[src/rtl/dtth_pkg.sv]
// ----------------------------------------------------------------------------
// dtth_pkg: shared types and constants for decimal text to hundredths
// Character codes, overflow limits, fraction counter codes and the result
// record handed from the parser to the output stage.
// ----------------------------------------------------------------------------
`timescale 1ns / 1ps
`default_nettype none

package dtth_pkg;

   // Character codes
   localparam logic [7:0] CH_MINUS = 8'h2D;
   localparam logic [7:0] CH_POINT = 8'h2E;
   localparam logic [7:0] CH_ZERO  = 8'h30;
   localparam logic [7:0] CH_NINE  = 8'h39;

   // Whole part above this cannot take another digit without overflow
   localparam logic [62:0] DIGIT_LIMIT = 63'd922337203685477579;
   // Largest whole part whose hundredths still fit a signed 64-bit value
   localparam logic [62:0] WHOLE_LIMIT = 63'd92233720368547758;

   // Fraction counter codes
   localparam logic [1:0] FC_NONE  = 2'd0;  // no point yet
   localparam logic [1:0] FC_POINT = 2'd1;  // point seen, no fraction digit
   localparam logic [1:0] FC_ONE   = 2'd2;  // one fraction digit
   localparam logic [1:0] FC_TWO   = 2'd3;  // two fraction digits

   // Result of one end marker
   typedef struct packed {
      logic signed [63:0] amount;
      logic               error;
   } dtth_result_type;

endpackage

`default_nettype wire

[src/rtl/dtth_parser.sv]
// ----------------------------------------------------------------------------
// dtth_parser: per-character parse state and result formation
// Holds the running parse state, updates it for each consumed character
// beat, and forms the signed hundredths result for an end marker beat.
// ----------------------------------------------------------------------------
`timescale 1ns / 1ps
`default_nettype none

module dtth_parser
   import dtth_pkg::*;
(
   input  wire logic            clock,
   input  wire logic            reset,
   input  wire logic            step,        // consume the presented beat
   input  wire logic [7:0]      char_code,
   input  wire logic            end_of_text,
   output dtth_result_type      result       // valid when end_of_text is set
);

   logic               at_start_ff,   at_start_in;
   logic               negative_ff,   negative_in;
   logic [1:0]         frac_count_ff, frac_count_in;
   logic               digit_seen_ff, digit_seen_in;
   logic [62:0]        whole_ff,      whole_in;
   logic signed [63:0] acc_ff,        acc_in;    // signed whole part times 100
   logic [6:0]         cents_ff,      cents_in;  // fraction in hundredths
   logic               sticky_ff,     sticky_in;

   logic [3:0]         digit;
   logic               is_digit;
   logic [9:0]         digit_x100;
   logic [63:0]        digit_term;
   logic [62:0]        whole_x10;
   logic [63:0]        acc_x10;
   logic [6:0]         digit_x10;
   logic [63:0]        cents_term;
   logic               end_error;

   assign digit      = 4'(char_code - CH_ZERO);
   assign is_digit   = (char_code >= CH_ZERO) && (char_code <= CH_NINE);
   assign digit_x100 = 10'(digit * 10'd100);
   assign digit_x10  = 7'(digit * 7'd10);
   assign digit_term = negative_ff ? 64'(-{54'd0, digit_x100}) : {54'd0, digit_x100};
   assign whole_x10  = {whole_ff[59:0], 3'b000} + {whole_ff[61:0], 1'b0};
   assign acc_x10    = {acc_ff[60:0], 3'b000} + {acc_ff[62:0], 1'b0};

   // Next state for a character beat
   always_comb begin
      at_start_in   = at_start_ff;
      negative_in   = negative_ff;
      frac_count_in = frac_count_ff;
      digit_seen_in = digit_seen_ff;
      whole_in      = whole_ff;
      acc_in        = acc_ff;
      cents_in      = cents_ff;
      sticky_in     = sticky_ff;
      if (step && !end_of_text) begin
         at_start_in = 1'b0;
         if (sticky_ff) begin
            // drop characters until the end marker
         end else if (at_start_ff && char_code == CH_MINUS) begin
            negative_in = 1'b1;
         end else if (char_code == CH_POINT) begin
            if (frac_count_ff != FC_NONE) begin
               sticky_in = 1'b1;
            end else begin
               frac_count_in = FC_POINT;
            end
         end else if (!is_digit) begin
            sticky_in = 1'b1;
         end else begin
            digit_seen_in = 1'b1;
            case (frac_count_ff)
               FC_NONE: begin
                  if (whole_ff > DIGIT_LIMIT) begin
                     sticky_in = 1'b1;
                  end else begin
                     whole_in = whole_x10 + 63'(digit);
                     acc_in   = $signed(acc_x10 + digit_term);
                  end
               end
               FC_POINT: begin
                  cents_in      = digit_x10;
                  frac_count_in = FC_ONE;
               end
               FC_ONE: begin
                  cents_in      = cents_ff + 7'(digit);
                  frac_count_in = FC_TWO;
               end
               default: begin
                  sticky_in = 1'b1;
               end
            endcase
         end
      end
   end

   // Clear on reset and after each end marker
   always_ff @(posedge clock) begin
      if (reset || (step && end_of_text)) begin
         at_start_ff   <= 1'b1;
         negative_ff   <= 1'b0;
         frac_count_ff <= FC_NONE;
         digit_seen_ff <= 1'b0;
         whole_ff      <= '0;
         acc_ff        <= '0;
         cents_ff      <= '0;
         sticky_ff     <= 1'b0;
      end else begin
         at_start_ff   <= at_start_in;
         negative_ff   <= negative_in;
         frac_count_ff <= frac_count_in;
         digit_seen_ff <= digit_seen_in;
         whole_ff      <= whole_in;
         acc_ff        <= acc_in;
         cents_ff      <= cents_in;
         sticky_ff     <= sticky_in;
      end
   end

   // Form the result for an end marker
   assign cents_term = negative_ff ? 64'(-{57'd0, cents_ff}) : {57'd0, cents_ff};
   assign end_error  = sticky_ff || !digit_seen_ff || (whole_ff > WHOLE_LIMIT) ||
                       ((whole_ff == WHOLE_LIMIT) && (cents_ff != 7'd0));

   always_comb begin
      result.error  = end_error;
      result.amount = end_error ? '0 : $signed(acc_ff + cents_term);
   end

endmodule

`default_nettype wire

[src/rtl/decimal_text_to_hundredths_top.sv]
// ----------------------------------------------------------------------------
// decimal_text_to_hundredths_top: decimal amount text to signed hundredths
// Parses a stream of character beats closed by an end marker beat and
// returns the amount times 100, or an error flag, for each end marker.
// ----------------------------------------------------------------------------
//  channel  dir  ports              payload
//  req      in   req_t{valid,ready} tdata[7:0] char_code, tlast end_of_text
//  rsp      out  rsp_t{valid,ready} tdata[63:0] amount_hundredths,
//                                   tuser[0] parse_error
//
//  One beat per clock is taken. A beat is held in the input register; the
//  parser updates its state as it leaves that register. An end marker beat
//  loads its result into the output register as it leaves the input
//  register. Under a stalled rsp_tready the output register holds its result
//  and a following end marker waits in the input register with req_tready
//  low; character beats still flow while a result waits.
//  Synchronous reset clears all parse state and both valid flags.
// ----------------------------------------------------------------------------
`timescale 1ns / 1ps
`default_nettype none

module decimal_text_to_hundredths_top
   import dtth_pkg::*;
(
   input  wire logic        clock,
   input  wire logic        reset,
   input  wire logic        req_tvalid,
   output      logic        req_tready,
   input  wire logic [7:0]  req_tdata,    // [7:0] char_code
   input  wire logic        req_tlast,    // end_of_text
   output      logic        rsp_tvalid,
   input  wire logic        rsp_tready,
   output      logic [63:0] rsp_tdata,    // [63:0] amount_hundredths
   output      logic [0:0]  rsp_tuser     // [0] parse_error
);

   logic            in_valid_ff, in_valid_in;
   logic [7:0]      in_char_ff;
   logic            in_last_ff;
   logic            rsp_valid_ff, rsp_valid_in;
   logic [63:0]     rsp_amount_ff;
   logic            rsp_error_ff;
   logic            out_free;
   logic            advance;
   dtth_result_type result;

   // Handshake between the stages
   assign out_free    = !rsp_valid_ff || rsp_tready;
   assign advance     = in_valid_ff && (!in_last_ff || out_free);
   assign req_tready  = !in_valid_ff || advance;
   assign in_valid_in = (req_tvalid && req_tready) || (in_valid_ff && !advance);
   assign rsp_valid_in = (advance && in_last_ff) || (rsp_valid_ff && !rsp_tready);

   // Input register
   always_ff @(posedge clock) begin
      if (reset) begin
         in_valid_ff <= 1'b0;
      end else begin
         in_valid_ff <= in_valid_in;
      end
      if (req_tvalid && req_tready) begin
         in_char_ff <= req_tdata;
         in_last_ff <= req_tlast;
      end
   end

   dtth_parser u_parser (
      .clock       (clock),
      .reset       (reset),
      .step        (advance),
      .char_code   (in_char_ff),
      .end_of_text (in_last_ff),
      .result      (result)
   );

   // Output register
   always_ff @(posedge clock) begin
      if (reset) begin
         rsp_valid_ff <= 1'b0;
      end else begin
         rsp_valid_ff <= rsp_valid_in;
      end
      if (advance && in_last_ff) begin
         rsp_amount_ff <= result.amount;
         rsp_error_ff  <= result.error;
      end
   end

   assign rsp_tvalid   = rsp_valid_ff;
   assign rsp_tdata    = rsp_amount_ff;
   assign rsp_tuser[0] = rsp_error_ff;

   // Checks
   a_error_zero: assert property (@(posedge clock) disable iff (reset)
      rsp_tvalid && rsp_tuser[0] |-> rsp_tdata == 64'd0)
      else $error("error result carries a nonzero amount");

   a_end_holds: assert property (@(posedge clock) disable iff (reset)
      in_valid_ff && in_last_ff && rsp_tvalid && !rsp_tready |=> in_valid_ff && in_last_ff)
      else $error("end marker left the input register while the output stalled");

   a_empty_ready: assert property (@(posedge clock) disable iff (reset)
      !in_valid_ff |-> req_tready)
      else $error("empty input register refused a beat");

   a_result_source: assert property (@(posedge clock) disable iff (reset)
      $rose(rsp_tvalid) |-> $past(in_valid_ff && in_last_ff))
      else $error("result appeared without an end marker");

endmodule

`default_nettype wire

[config.mk]
export PLATFORM = sky130hd
export DESIGN_NAME = decimal_text_to_hundredths_top
export DESIGN_NICKNAME = d
export VERILOG_FILES = /design/src/rtl/dtth_pkg.sv /design/src/rtl/dtth_parser.sv /design/src/rtl/decimal_text_to_hundredths_top.sv
export SDC_FILE = /design/constraint.sdc
export NUM_CORES = 1
export LEC_CHECK = 0
export ABC_CLOCK_PERIOD_IN_PS = 18100
export CORE_MARGIN = 2
export CORE_UTILIZATION = 54
export DETAILED_ROUTE_END_ITERATION = 10
export DONT_BUFFER_PORTS = 1
export GPL_TIMING_DRIVEN = 0
export PLACE_DENSITY = 0.69
export SLEW_MARGIN = 20
export SYNTH_ARGS = -nofsm -noshare
export SYNTH_HDL_FRONTEND = slang
export SYNTH_HIERARCHICAL = 1
export SYNTH_SLANG_ARGS = --single-unit
[constraint.sdc]
create_clock -name clock -period 18.1 [get_ports clock]
set_input_delay 3.62 -clock clock [delete_from_list [all_inputs] [get_ports clock]]
set_output_delay 3.62 -clock clock [all_outputs]
set_load 0.005 [all_outputs]
==> flow_metrics.env, run 1 <==
export IMPL_insertion_delay_ns=0.55
export IMPL_antenna_violations_before_repair=3
export IMPL_min_period_ns=7.98
export IMPL_timing_critical_path_mode_cell="sky130_fd_sc_hd__ha_1"
export IMPL_report_final_slew_viol_count=0
export IMPL_maximum_number_of_pins_on_one_net_before_global_route_repair=30
export IMPL_cp_max_fo=13
export IMPL_holdBufCountCts=0
export IMPL_rows=72
export IMPL_synth_seq_cells=213
export IMPL_max_freq_mhz=125
export IMPL_insertedDiodeCount=0
export IMPL_cpMaxStageDelayCell="sky130_fd_sc_hd__o31ai_1"
export IMPL_worstSetupEndpointType="register"
export IMPL_fin_tns_setup_ns=0
export IMPL_drt_antenna_violating_nets=0
export IMPL_place_gp_congestion=0.941
export IMPL_area_of_the_die_um2=40800
export IMPL_via_count_of_the_first_global_routing_pass=19000
export IMPL_post_cts_setup_buffers=0
export IMPL_cts_max_level=1
export IMPL_clock_sinks=213
export IMPL_synth_yosys_seq_area_share=0.237
export IMPL_finish_net_count=2962
export IMPL_outcome="complete, no violations"
export IMPL_detail_route_wirelength_um=61600
export IMPL_wl_per_cell_um=19.6
export IMPL_routed_via_density=6.11
export IMPL_holdCritPathClass="register to register"
export IMPL_synth_area_leaders="sky130_fd_sc_hd__ha_1 (16%), sky130_fd_sc_hd__dfxtp_1 (13%), sky130_fd_sc_hd__edfxtp_1 (11%), sky130_fd_sc_hd__a21oi_1 (6.8%), sky130_fd_sc_hd__nand2_1 (6.4%)"
export IMPL_path_clk_slew_ns=0.06
export IMPL_total_leakage_power_nw=10.2
export IMPL_maxCapViolCount=0
export IMPL_iteration_count_of_the_initial_detailed_routing_pass=5
export IMPL_die_width_um=202
export IMPL_critical_path_required_ns=18.51
export IMPL_worstPathCellList="inv_1 > ha_1 > ha_1 > fa_1 > or4_1 > o31ai_1 > inv_1 > fa_1 > ha_1 > buf_2 > a21o_1 > o21bai_1 > a221o_1 > a221oi_1 > nand2b_1 > o211ai_2 > a211oi_1 > o211ai_1 > or3_1 > nand3_1 > a21oi_1"
export IMPL_global_route_overflow_total=0
export IMPL_fillCellCount=3536
export IMPL_ys_flop_type="sky130_fd_sc_hd__dfxtp_1"
export IMPL_worst_endpoint_arrival_ns=8.39
export IMPL_distinct_cell_type_count_of_the_synthesized_netlist=93
export IMPL_power_density_nw_per_um2=48.0
export IMPL_synth_edff_count=74
export IMPL_netlist_area_um2=21100
export IMPL_worst_path_buf_inv=3
export IMPL_cts_buffers=25
export IMPL_synth_nets=2931
export IMPL_drc=0
export IMPL_wire_length_of_the_first_global_routing_pass_um=99400
export IMPL_initial_core_util=0.547
export IMPL_cts_tree="built"
export IMPL_synth_area_per_cell_um2=8.18
export IMPL_layout_worst_path_cycle_share=0.441
export IMPL_start_kind="register"
export IMPL_cts_resized=0
export IMPL_numPortBuffers=0
export IMPL_drt_first_iter_violations=1423
export IMPL_unrepaired_setup_endpoints_after_global_routing="no"
export IMPL_die_y_um=202
export IMPL_relSlewSlack=0.203
export IMPL_core_area_um2=38600
export IMPL_routed_via_count=19300
export IMPL_vdd_drop_max_mv=0.0524
export IMPL_yosys_warnings=6
export IMPL_number_of_failing_hold_endpoints_at_the_final_stage=0
export IMPL_layout_common_cells="sky130_fd_sc_hd__nand2_1 (360), sky130_fd_sc_hd__a21oi_1 (286), sky130_fd_sc_hd__ha_1 (268)"
export IMPL_floorplan_io_pins=80
export IMPL_layout_cell_share_with_drive_strength_beyond_1=0.0463
export IMPL_finalSetupViolations=0
export IMPL_synth_to_final_area_change_pct=7.68
export IMPL_critical_path_top_delay_family="compound AO/OA/AOI/OAI gates"
export IMPL_total_power_w=0.00109
export IMPL_buffer_type_at_the_clock_tree_root="sky130_fd_sc_hd__clkbuf_16"
export IMPL_critical_path_max_stage_delay_ns=0.93
export IMPL_synthArstFlopShare=0
export IMPL_path_class="register to register"
export IMPL_finalClockSkew_ns=0.0133
export IMPL_ctsLongestPathBuffers=3
export IMPL_synth_top_area_share=0.159
export IMPL_grt_total_usage=0.300
export IMPL_syn_instance_count=2585
export IMPL_netlist_top_cell_by_area="sky130_fd_sc_hd__ha_1"
export IMPL_timing_worst_slew_pin_value_ns=1.20
export IMPL_mostFrequentLayoutCell="sky130_fd_sc_hd__nand2_1"
export IMPL_detailedPlacementHpwl_um=48700
==> metal layers <==
metal	up-vias	global-route usage	share of wire
met3	125	0.0298	0.051
met2	564	0.518	0.48
met4	6	0.119	0.040
met5	-	0	0.00076
met1	9118	0.385	0.43
li1	9444	-	-
==> registers in the layout (all words and copies together), names as in the netlist, 2 cells and up <==
| name | count |
|---|---|
| u_parser/whole_ff | 63 |
| u_parser/acc_ff | 61 |
| in_char_ff | 8 |
| rsp_tdata | 64 |
| u_parser/frac_count_ff | 2 |
| u_parser/cents_ff | 7 |
==> per-stage QoR <==
step / hold slack [ns] / utilization / instance area [um^2] / setup WS (ns) / instances
after floorplan: 0.430 / - / 21100 / 10.66 / 2585
after detailed placement: 0.465 / 0.566 / 21900 / 10.21 / 3107
final: 0.472 / 0.589 / 22800 / 10.12 / 3153
after CTS: 0.474 / 0.589 / 22800 / 10.15 / 3153
after global routing: 0.492 / 0.589 / 22800 / 9.79 / 3153
after global placement: 0.462 / 0.564 / 21800 / 10.07 / 3103
==> synth_stat cells (29+ instances only) <==
cell / count
sky130_fd_sc_hd__xnor2_1: 106
sky130_fd_sc_hd__xor2_1: 77
sky130_fd_sc_hd__inv_1: 80
sky130_fd_sc_hd__fa_1: 65
sky130_fd_sc_hd__dfxtp_1: 139
sky130_fd_sc_hd__nor3_1: 39
sky130_fd_sc_hd__nor2_1: 200
sky130_fd_sc_hd__clkbuf_1: 88
sky130_fd_sc_hd__edfxtp_1: 74
sky130_fd_sc_hd__nand3_1: 50
sky130_fd_sc_hd__ha_1: 268
sky130_fd_sc_hd__nor2b_1: 38
sky130_fd_sc_hd__a21oi_1: 286
sky130_fd_sc_hd__o21ai_0: 137
sky130_fd_sc_hd__nand2_1: 360
sky130_fd_sc_hd__a21o_1: 116
sky130_fd_sc_hd__o21bai_1: 29
sky130_fd_sc_hd__nand4_1: 55
==> cell type report <==
| type | count | area, um^2 | area share |
|---|---|---|---|
| plain buffers | 114 | 467 | 0.0205 |
| multi-input cells | 2178 | 15400 | 0.676 |
| flip-flops and latches | 213 | 5000 | 0.220 |
| well taps | 518 | 648 | 0.0285 |
| clock inverters | 14 | 168 | 0.00736 |
| inverters | 80 | 300 | 0.0132 |
| repair buffers | 4 | 66.3 | 0.00291 |
| clock buffers | 32 | 727 | 0.0319 |
==> cells by family (layout without fill, tap and decap cells) <==
group                      Yosys count  after routing  synth area share
buffers and inverters              194            244            0.0363
adders and majority gates          333            333             0.220
muxes                                3              3           0.00142
DFF                                213            213             0.237
xor gates and xnor gates           183            183            0.0758
AOI/OAI and AO/OA                  798            798             0.243
and+or+nand+nor                    861            861             0.186
==> power by group <==
part	switching, W	leakage (nW)	total (W)	internal, W
sequential	0.00000425	1.83	0.000503	0.000499
combinational	0.0000288	7.93	0.0000427	0.0000139
clock	0.000218	0.435	0.000547	0.000329
==> path summary, 6_finish.rpt <==
check	startpoint	endpoint	slack (ns)	depth (start not counted)
worst min register to register	u_parser/acc_ff[63]	u_parser/acc_ff[63]	0.47	2
worst min-delay path	u_parser/acc_ff[63]	u_parser/acc_ff[63]	0.47	2
worst max register to register	in_char_ff[1]	u_parser/acc_ff[63]	10.12	21
worst max-delay path	in_char_ff[1]	u_parser/acc_ff[63]	10.12	21
==> worst min-delay path: stages (launching register included) <==
cell and delay (ns):
sky130_fd_sc_hd__dfxtp_1 0.32, sky130_fd_sc_hd__nand2_1 0.06, sky130_fd_sc_hd__a21oi_1 0.05
No activity file was read; power rests on OpenSTA's default activity.
==> run 2: changes to the inputs <==
--- a/config.mk
+++ b/config.mk
@@ -5,7 +5,7 @@
 export SDC_FILE = /design/constraint.sdc
 export NUM_CORES = 1
 export LEC_CHECK = 0
-export ABC_CLOCK_PERIOD_IN_PS = 18100
+export ABC_CLOCK_PERIOD_IN_PS = 7700
 export CORE_MARGIN = 2
 export CORE_UTILIZATION = 54
 export DETAILED_ROUTE_END_ITERATION = 10
==> constraint.sdc (replaced) <==
create_clock -name clock -period 7.7 [get_ports clock]
set_input_delay 1.54 -clock clock [delete_from_list [all_inputs] [get_ports clock]]
set_output_delay 1.54 -clock clock [all_outputs]
set_load 0.005 [all_outputs]
==> flow_metrics.env, run 2 (synthesis gave the netlist of run 1 again) <==
export IMPL_die_y_um=202
export IMPL_total_leakage_power_nw=10.2
export IMPL_power_switching_w=0.000589
export IMPL_routed_via_count=19300
export IMPL_layout_common_cells="sky130_fd_sc_hd__nand2_1 (360), sky130_fd_sc_hd__a21oi_1 (286), sky130_fd_sc_hd__ha_1 (268)"
export IMPL_area_of_the_die_um2=40800
export IMPL_ctsLongestPathBuffers=3
export IMPL_antenna_violations_before_repair=3
export IMPL_insertedDiodeCount=0
export IMPL_clock_sinks=213
export IMPL_timing_worst_slew_pin_value_ns=1.18
export IMPL_report_final_slew_viol_count=0
export IMPL_largest_register_ff_count=64
export IMPL_path_clk_slew_ns=0.06
export IMPL_synth_to_final_area_change_pct=7.83
export IMPL_power_density_nw_per_um2=113
export IMPL_sequential_power_share=0.460
export IMPL_layout_worst_path_cycle_share=0.952
export IMPL_routed_via_density=6.12
export IMPL_core_area_um2=38600
export IMPL_numPortBuffers=0
export IMPL_grt_total_usage=0.300
export IMPL_wire_length_of_the_first_global_routing_pass_um=99400
export IMPL_wl_per_cell_um=19.5
export IMPL_floorplan_io_pins=80
export IMPL_unrepaired_setup_endpoints_after_global_routing="no"
export IMPL_finalClockSkew_ns=0.0140
export IMPL_cp_max_fo=8
export IMPL_initial_core_util=0.547
export IMPL_fin_tns_setup_ns=0
export IMPL_drt_first_iter_violations=1427
export IMPL_detailedPlacementHpwl_um=48700
export IMPL_critical_path_required_ns=8.11
export IMPL_place_gp_congestion=0.941
export IMPL_finalSetupViolations=0
export IMPL_cts_buffers=25
export IMPL_finish_net_count=2965
export IMPL_holdBufCountCts=0
export IMPL_via_count_of_the_first_global_routing_pass=19000
export IMPL_worstSetupEndpointType="register"
export IMPL_min_period_ns=7.33
export IMPL_max_freq_mhz=136
export IMPL_cts_max_level=1
export IMPL_internal_power_w=0.00198
export IMPL_global_route_overflow_total=0
export IMPL_combinationalPowerShare=0.039
export IMPL_cts_tree="built"
export IMPL_maximum_number_of_pins_on_one_net_before_global_route_repair=30
export IMPL_drc=0
export IMPL_holdCritPathClass="register to register"
export IMPL_power_share_switching=0.230
export IMPL_path_class="register to register"
export IMPL_number_of_failing_hold_endpoints_at_the_final_stage=0
export IMPL_buffer_type_at_the_clock_tree_root="sky130_fd_sc_hd__clkbuf_16"
export IMPL_die_width_um=202
export IMPL_iteration_count_of_the_initial_detailed_routing_pass=5
export IMPL_relSlewSlack=0.213
export IMPL_maxCapViolCount=0
export IMPL_start_kind="register"
export IMPL_hold_worst_slack_ns=0.471
export IMPL_insertion_delay_ns=0.56
export IMPL_clock_power_share=0.500
export IMPL_rows=72
export IMPL_vdd_drop_max_mv=0.124
export IMPL_outcome="complete, no violations"
export IMPL_mostFrequentLayoutCell="sky130_fd_sc_hd__nand2_1"
export IMPL_detail_route_wirelength_um=61700
export IMPL_worst_endpoint_arrival_ns=7.74
export IMPL_layout_cell_share_with_drive_strength_beyond_1=0.0481
export IMPL_drt_antenna_violating_nets=0
export IMPL_total_power_w=0.00257
## run 2: cell count changes in the layout (fill, tap and decap cells not counted)
| cell | change |
|---|---|
| sky130_fd_sc_hd__buf_4 | +3 |
| sky130_fd_sc_hd__o31ai_1 | -1 |
| sky130_fd_sc_hd__inv_1 | -1 |
| sky130_fd_sc_hd__clkinvlp_4 | +1 |
| sky130_fd_sc_hd__o31ai_2 | +1 |
## run 2: power groups by stage
stage                     registers, W  clock network, W  logic (W)
after floorplan                0.00120                 0  0.0000690
after global placement         0.00121                 0  0.0000935
after detailed placement       0.00121                 0  0.0000993
after CTS                      0.00118           0.00131   0.000100
after global routing           0.00118           0.00135   0.000111
final                          0.00118           0.00128   0.000100
## run 2: timing repair
action,in CTS,in global routing
setup buffers,3,0
endpoints found under the setup margin,6,0
gates resized for setup,2,0
## run 2: critical path, stage by stage (launching register included)
cell	delay [ns]
sky130_fd_sc_hd__edfxtp_1	0.56
sky130_fd_sc_hd__inv_1	0.19
sky130_fd_sc_hd__ha_1	0.33
sky130_fd_sc_hd__ha_1	0.23
sky130_fd_sc_hd__fa_1	0.50
sky130_fd_sc_hd__or4_1	0.60
sky130_fd_sc_hd__o31ai_2	0.71
sky130_fd_sc_hd__inv_1	0.51
sky130_fd_sc_hd__fa_1	0.58
sky130_fd_sc_hd__ha_1	0.41
sky130_fd_sc_hd__a21oi_1	0.16
sky130_fd_sc_hd__o21ai_0	0.16
sky130_fd_sc_hd__a21o_1	0.22
sky130_fd_sc_hd__a221oi_1	0.42
sky130_fd_sc_hd__o32a_2	0.28
sky130_fd_sc_hd__o211ai_2	0.17
sky130_fd_sc_hd__a211oi_1	0.48
sky130_fd_sc_hd__o211ai_1	0.18
sky130_fd_sc_hd__or3_1	0.32
sky130_fd_sc_hd__nand3_1	0.09
sky130_fd_sc_hd__a21oi_1	0.08
## run 2: path summary, 6_finish.rpt
kind                                          start                   to  slack (ns)  cells after the start
worst max-delay path                  in_char_ff[1]  u_parser/acc_ff[63]        0.37                     20
worst min-delay path            u_parser/acc_ff[63]  u_parser/acc_ff[63]        0.47                      2
worst max register to register        in_char_ff[1]  u_parser/acc_ff[63]        0.37                     20
worst min register to register  u_parser/acc_ff[63]  u_parser/acc_ff[63]        0.47                      2
## run 2: layout make-up
type                       count  area [um^2]
fill                        3529        15800
clock inverter                14          168
tap                          518          648
multi-input combinational   2178        15400
clock buffer                  32          727
inverter                      80          304
buffer                       114          467
timing repair buffer           7         88.8
sequential                   213         5000
## run 2: metrics by stage
step	cell area, um^2	cells	worst slack (ns)	utilization
after global routing	22800	3156	0.0271	0.590
after floorplan	21100	2585	1.45	-
after global placement	21800	3103	-0.197	0.564
after detailed placement	21900	3107	-0.193	0.566
final	22800	3156	0.372	0.590
after CTS	22800	3156	0.396	0.590
## run 2: per-layer routing
| layer | vias to the layer above | global-route usage | wire length, um |
|---|---|---|---|
| li1 | 9444 | - | - |
| met1 | 9183 | 0.386 | 26700 |
| met2 | 552 | 0.518 | 29300 |
| met3 | 123 | 0.0295 | 3060 |
| met4 | 6 | 0.119 | 2490 |
| met5 | - | 0 | 47 |
